[config.mk]
export PLATFORM = sky130hd
export DESIGN_NAME = cssr_split
export DESIGN_NICKNAME = d
export VERILOG_FILES = /design/src/sv/assert_macros.svh /design/src/sv/cssr_pkg.sv /design/src/sv/cssr_split.sv
export SDC_FILE = /design/constraint.sdc
export NUM_CORES = 1
export LEC_CHECK = 0
export BUFFER_PORTS_ARGS = -buffer_cell sky130_fd_sc_hd__buf_2
export CAP_MARGIN = 0
export CORE_AREA = 2 2 97 99
export DETAILED_ROUTE_END_ITERATION = 10
export DIE_AREA = 0 0 99 101
export GPL_TIMING_DRIVEN = 0
export PLACE_DENSITY = 0.89
export SYNTH_ARGS = -nofsm -noshare
export SYNTH_HDL_FRONTEND = slang
export SYNTH_SLANG_ARGS = --single-unit
[constraint.sdc]
create_clock -name vclk -period 20.3
set_input_delay 6.09 -clock vclk [all_inputs]
set_output_delay 6.09 -clock vclk [all_outputs]
set_load 0.1 [all_outputs]
[src/sv/assert_macros.svh]
// Assertion macros for the clock seven-segment renderer.
// Included by the RTL files that carry concurrent assertions; no dependencies.
`ifndef ASSERT_MACROS_SVH
`define ASSERT_MACROS_SVH
`ifndef NO_ASSERTIONS
// same-cycle implication
`define ASSERT_IMPL(lbl, clk, rst_n, ante, cons) \
  lbl: assert property (@(posedge clk) disable iff (!rst_n) (ante) |-> (cons)) \
    else $error("assertion failed");
// next-cycle implication
`define ASSERT_NEXT(lbl, clk, rst_n, ante, cons) \
  lbl: assert property (@(posedge clk) disable iff (!rst_n) (ante) |=> (cons)) \
    else $error("assertion failed");
`else
`define ASSERT_IMPL(lbl, clk, rst_n, ante, cons)
`define ASSERT_NEXT(lbl, clk, rst_n, ante, cons)
`endif
`endif

[src/sv/cssr_pkg.sv]
// Package for the clock seven-segment renderer: payload structs, command
// codes, glyph table and small decimal helpers. No dependencies.
package cssr_pkg;

  localparam int unsigned Tubes = 6;

  typedef enum logic [1:0] {
    CMD_TIME = 2'd0,
    CMD_DATE = 2'd1,
    CMD_MSG  = 2'd2
  } cmd_e;

  localparam logic [7:0] CodeSpace = 8'h20;

  typedef struct packed {
    logic [1:0]  cmd;
    logic [5:0]  seconds;
    logic [5:0]  minutes;
    logic [4:0]  hours;
    logic [4:0]  day;
    logic [3:0]  month;
    logic [13:0] year;
    logic [5:0]  dot_mask;
    logic [47:0] message_text;
  } item_t;

  typedef struct packed {
    logic [7:0] tube5_segments;
    logic [7:0] tube4_segments;
    logic [7:0] tube3_segments;
    logic [7:0] tube2_segments;
    logic [7:0] tube1_segments;
    logic [7:0] tube0_segments;
  } result_t;

  typedef logic [Tubes-1:0][7:0] codes_t;

  // tens digit of a value below 128 (only values below 100 reach it)
  function automatic logic [3:0] tens_of(input logic [6:0] v);
    logic [3:0] t;
    if (v >= 7'd90)      t = 4'd9;
    else if (v >= 7'd80) t = 4'd8;
    else if (v >= 7'd70) t = 4'd7;
    else if (v >= 7'd60) t = 4'd6;
    else if (v >= 7'd50) t = 4'd5;
    else if (v >= 7'd40) t = 4'd4;
    else if (v >= 7'd30) t = 4'd3;
    else if (v >= 7'd20) t = 4'd2;
    else if (v >= 7'd10) t = 4'd1;
    else                 t = 4'd0;
    return t;
  endfunction

  // segment byte a b c d e f g dp, MSB first
  function automatic logic [7:0] glyph(input logic [7:0] code);
    logic [7:0] s;
    case (code)
      8'd0:  s = 8'hFC;
      8'd1:  s = 8'h60;
      8'd2:  s = 8'hDA;
      8'd3:  s = 8'hF2;
      8'd4:  s = 8'h66;
      8'd5:  s = 8'hB6;
      8'd6:  s = 8'hBE;
      8'd7:  s = 8'hE0;
      8'd8:  s = 8'hFE;
      8'd9:  s = 8'hF6;
      8'h41: s = 8'hEE; // A
      8'h42: s = 8'h3E;
      8'h43: s = 8'h9C;
      8'h44: s = 8'h7A;
      8'h45: s = 8'h9E;
      8'h46: s = 8'h8E;
      8'h47: s = 8'hF6;
      8'h48: s = 8'h6E;
      8'h49: s = 8'h0C;
      8'h4A: s = 8'h70;
      8'h4C: s = 8'h1C; // L
      8'h4E: s = 8'h2A; // N
      8'h4F: s = 8'hFC;
      8'h50: s = 8'hCE;
      8'h51: s = 8'hE6;
      8'h52: s = 8'h0A;
      8'h53: s = 8'hB6;
      8'h54: s = 8'h1E;
      8'h55: s = 8'h38;
      8'h56: s = 8'h7C;
      8'h59: s = 8'h76; // Y
      8'h2E: s = 8'hC6; // degree ring
      8'h2D: s = 8'h02; // minus
      8'h30: s = 8'hFC; // ASCII zero
      default: s = 8'h00;
    endcase
    return s;
  endfunction

endpackage

[src/sv/cssr_split.sv]
// Digit split for the clock renderer: turns one registered command into six
// character codes. Depends on cssr_pkg.
module cssr_split (
  input  cssr_pkg::item_t  item_i,
  input  logic             date_order_i,
  output cssr_pkg::codes_t codes_o
);

  logic [26:0] year_prod;
  logic [7:0]  year_hund;
  logic [13:0] year_rem_w;
  logic [6:0]  year_rem;
  logic [6:0]  dm_lo;
  logic [6:0]  dm_hi;

  // year / 100 by reciprocal, exact for all 14-bit years
  assign year_prod  = 27'(item_i.year) * 27'd5243;
  assign year_hund  = year_prod[26:19];
  assign year_rem_w = item_i.year - 14'(year_hund) * 14'd100;
  assign year_rem   = year_rem_w[6:0];

  assign dm_lo = date_order_i ? 7'(item_i.day) : 7'(item_i.month);
  assign dm_hi = date_order_i ? 7'(item_i.month) : 7'(item_i.day);

  function automatic logic [15:0] pair(input logic [6:0] v);
    logic [3:0] t;
    logic [6:0] u;
    t = cssr_pkg::tens_of(v);
    u = v - 7'(t) * 7'd10;
    return {4'd0, t, 4'd0, u[3:0]};
  endfunction

  always_comb begin
    for (int i = 0; i < cssr_pkg::Tubes; i++) begin
      codes_o[i] = cssr_pkg::CodeSpace;
    end
    case (item_i.cmd)
      cssr_pkg::CMD_TIME: begin
        {codes_o[1], codes_o[0]} = pair(7'(item_i.seconds));
        {codes_o[3], codes_o[2]} = pair(7'(item_i.minutes));
        {codes_o[5], codes_o[4]} = pair(7'(item_i.hours));
      end
      cssr_pkg::CMD_DATE: begin
        {codes_o[1], codes_o[0]} = pair(year_rem);
        {codes_o[3], codes_o[2]} = pair(dm_lo);
        {codes_o[5], codes_o[4]} = pair(dm_hi);
      end
      cssr_pkg::CMD_MSG: begin
        for (int k = 0; k < cssr_pkg::Tubes; k++) begin
          codes_o[cssr_pkg::Tubes-1-k] = item_i.message_text[8*k +: 8];
        end
      end
      default: begin
        // unused command: all tubes blank, dots only
      end
    endcase
  end

endmodule

==> report_table.html <==
<table>
<tr><th>Metric</th><th>Value</th></tr>
<tr><th colspan="2">Critical path</th></tr>
<tr><td>Largest fanout on the critical path</td><td>10</td></tr>
<tr><td>Element type at the critical path start</td><td>input port</td></tr>
<tr><td>Worst-path cell with the longest stage delay</td><td>sky130_fd_sc_hd__fa_1</td></tr>
<tr><td>Critical Path RT</td><td>14.21 ns</td></tr>
<tr><td>Crit path max-delay family</td><td>adder cells</td></tr>
<tr><td>Worst Path Arrival</td><td>13.80 ns</td></tr>
<tr><td>WS Path Type</td><td>in2out</td></tr>
<tr><td>WP buf/inv</td><td>7</td></tr>
<tr><td>Critical Path Sink Type</td><td>output port</td></tr>
<tr><td>Delay of the slowest critical-path stage</td><td>0.55 ns</td></tr>
<tr><th colspan="2">Floorplan</th></tr>
<tr><td>Y dimension of the die</td><td>101 µm</td></tr>
<tr><td>Placeable core region</td><td>8980 µm²</td></tr>
<tr><td>Die W</td><td>99 µm</td></tr>
<tr><td>Number of placement rows</td><td>35</td></tr>
<tr><td>Initial standard-cell utilization of the core</td><td>54.3%</td></tr>
<tr><td>Ports</td><td>145</td></tr>
<tr><td>Floorplan die area</td><td>10000 µm²</td></tr>
<tr><th colspan="2">Clocking</th></tr>
<tr><td>Hold_buf cts</td><td>0</td></tr>
<tr><td>Buffers inserted during post-CTS setup optimization</td><td>0</td></tr>
<tr><td>Number of gates resized after CTS</td><td>0</td></tr>
<tr><th colspan="2">Yosys</th></tr>
<tr><td>Synthesis warning total</td><td>0</td></tr>
<tr><td>Post-synthesis sequential area ratio</td><td>0%</td></tr>
<tr><td>Mapped Nets</td><td>844</td></tr>
<tr><td>Avg Inst Size Synth</td><td>8.41 µm²</td></tr>
<tr><td>Netlist area before placement</td><td>4880 µm²</td></tr>
<tr><td>Post-Syn Instances</td><td>580</td></tr>
<tr><td>Post-synth cell types</td><td>50</td></tr>
<tr><th colspan="2">Detailed routing</th></tr>
<tr><td>Per-cell via count in the routed design</td><td>5.34</td></tr>
<tr><td>Post-route ant nets</td><td>0</td></tr>
<tr><td>DRC</td><td>0</td></tr>
<tr><td>Detailed Routing Iterations Pass 1</td><td>5</td></tr>
<tr><td>Routed vias</td><td>4422</td></tr>
<tr><td>Average wire per standard cell</td><td>15.3 µm</td></tr>
<tr><td>Total Routed Length</td><td>12.7 mm</td></tr>
<tr><td>First-iteration detailed-routing DRC count</td><td>238</td></tr>
<tr><th colspan="2">Final layout</th></tr>
<tr><td>Layout sequential cell count</td><td>0</td></tr>
<tr><td>Fillcell total</td><td>716</td></tr>
<tr><td>Top library cells by usage in the layout, fill and taps aside</td><td>sky130_fd_sc_hd__inv_1, sky130_fd_sc_hd__buf_2, sky130_fd_sc_hd__ha_1</td></tr>
<tr><td>Share of layout cells above drive strength 1</td><td>22.7%</td></tr>
<tr><td>Number of inserted diodes</td><td>0</td></tr>
<tr><td>Most common library cell in the layout ignoring fill and taps</td><td>sky130_fd_sc_hd__inv_1</td></tr>
<tr><td>Synth-to-layout area growth</td><td>17.7%</td></tr>
<tr><td>FF/Latch Area</td><td>0 µm²</td></tr>
<tr><td>Area of the multi-input gates</td><td>4320 µm²</td></tr>
<tr><td>Net count of the finished layout</td><td>983</td></tr>
<tr><td>Number of clock-tree buffers in the layout</td><td>0</td></tr>
<tr><td>Finished Cell Area</td><td>5740 µm²</td></tr>
<tr><th colspan="2">STA</th></tr>
<tr><td>Final-report setup violation count</td><td>0</td></tr>
<tr><td>Endpoints failing hold</td><td>0</td></tr>
<tr><td>Tightest Pin Transition</td><td>0.549 ns</td></tr>
<tr><td>Unrepaired setup endpoints after global routing</td><td>no</td></tr>
<tr><td>Peak clock frequency supported by timing</td><td>0.0503 GHz</td></tr>
<tr><td>Share of the cycle needed by the critical path after routing</td><td>98.0%</td></tr>
<tr><td>Setup TNS Final</td><td>0 ns</td></tr>
<tr><td>Min cycle time layout</td><td>19.89 ns</td></tr>
<tr><td>Number of pins with negative max-slew slack in the final report</td><td>0</td></tr>
<tr><td>Tightest slew margin relative to the limit</td><td>63.4%</td></tr>
<tr><th colspan="2">Placed design</th></tr>
<tr><td>Port bufs</td><td>137</td></tr>
<tr><td>Final weighted congestion in routability-driven placement</td><td>0.937</td></tr>
<tr><td>Cell Area, Placed</td><td>5700 µm²</td></tr>
<tr><td>DP HPWL</td><td>11.2 mm</td></tr>
<tr><th colspan="2">Global routing</th></tr>
<tr><td>Pin count of the biggest net entering global routing</td><td>11</td></tr>
<tr><td>Number of global-route vias before repair</td><td>4632</td></tr>
<tr><td>Total grt overflow</td><td>0</td></tr>
<tr><td>Global-route wire length before repair</td><td>20.5 mm</td></tr>
<tr><td>Number of antenna violations at the first check in global routing</td><td>0</td></tr>
<tr><td>GRT Total Usage</td><td>24.9%</td></tr>
<tr><th colspan="2">Min path</th></tr>
<tr><td>Endpoint of the worst hold path</td><td>codes_o[34]</td></tr>
<tr><td>Worst hold path cell count</td><td>4</td></tr>
<tr><td>Hold Path Origin</td><td>item_i[10]</td></tr>
<tr><td>Tightest Hold Check Type</td><td>in2out</td></tr>
<tr><th colspan="2">Status</th></tr>
<tr><td>Run status</td><td>finished clean</td></tr>
<tr><th colspan="2">Flow run</th></tr>
<tr><td>MaxCap Viol Count</td><td>0</td></tr>
</table>
-- routing by layer --
layer	GRT usage [%]	share of wire, %	vias to the layer above	routed length, µm
met5	0	0	-	0
met4	6.53	2.5	0	319
met3	2.29	4.8	38	603
met2	45.5	52	169	6530
met1	31.5	41	2072	5210
li1	-	-	2143	-
-- cell usage after synthesis (all sizes together) (4+ instances only) --
cell type	instances	share of area [%]
a21o	6	0.92
a21oi	32	3.3
and2	21	2.7
and3	6	0.77
clkbuf	11	0.85
fa	69	28
ha	98	25
inv	139	11
mux2	8	1.8
mux2i	13	2.7
nand2	32	2.5
nand2b	5	0.64
nor2	21	1.6
nor2b	10	1.3
o21a	7	1.1
o21ai	39	4.1
xnor2	23	4.3
xor2	4	0.72
-- worst max path at each step --
stage               cells past startpoint         end  startpoint  slack (ns)
floorplan                              34  codes_o[3]  item_i[58]        0.16
global placement                       35  codes_o[3]  item_i[58]        0.35
detailed placement                     36  codes_o[3]  item_i[58]        0.20
CTS                                    36  codes_o[3]  item_i[58]        0.18
global route                           35  codes_o[3]  item_i[58]       0.008
finish                                 34  codes_o[3]  item_i[62]        0.41
-- per-stage QoR --
step / util [%] / std cells / setup WS [ns] / hold WS [ns]
floorplan: - / 580 / 0.155 / 12.63
global placement: 63.5 / 828 / 0.349 / 12.66
detailed placement: 63.5 / 828 / 0.201 / 12.66
CTS: 63.5 / 828 / 0.179 / 12.66
global route: 63.9 / 828 / 0.00759 / 12.67
finish: 63.9 / 828 / 0.406 / 12.66
-- cell type report --
class / count / share of cell area [%]
well taps: 111 / 2.42
multi-input cells: 427 / 75.2
inverters: 139 / 9.09
plain buffers: 14 / 1.07
repair buffers: 137 / 12.2
-- logic make-up after synthesis --
| logic type | Yosys count | share of synthesized area, % |
|---|---|---|
| AO/OA/AOI/OAI | 107 | 14.0 |
| XOR/XNOR | 28 | 5.49 |
| adder cells (fa/ha/maj) | 167 | 53.5 |
| buffers and inverters | 153 | 12.0 |
| multiplexers | 21 | 4.51 |
| AND/OR/NAND/NOR | 104 | 10.6 |
Power is left out: the tool's default activity adds up to more than one toggle a clock period on the data nets, which glitch-free logic cannot reach.
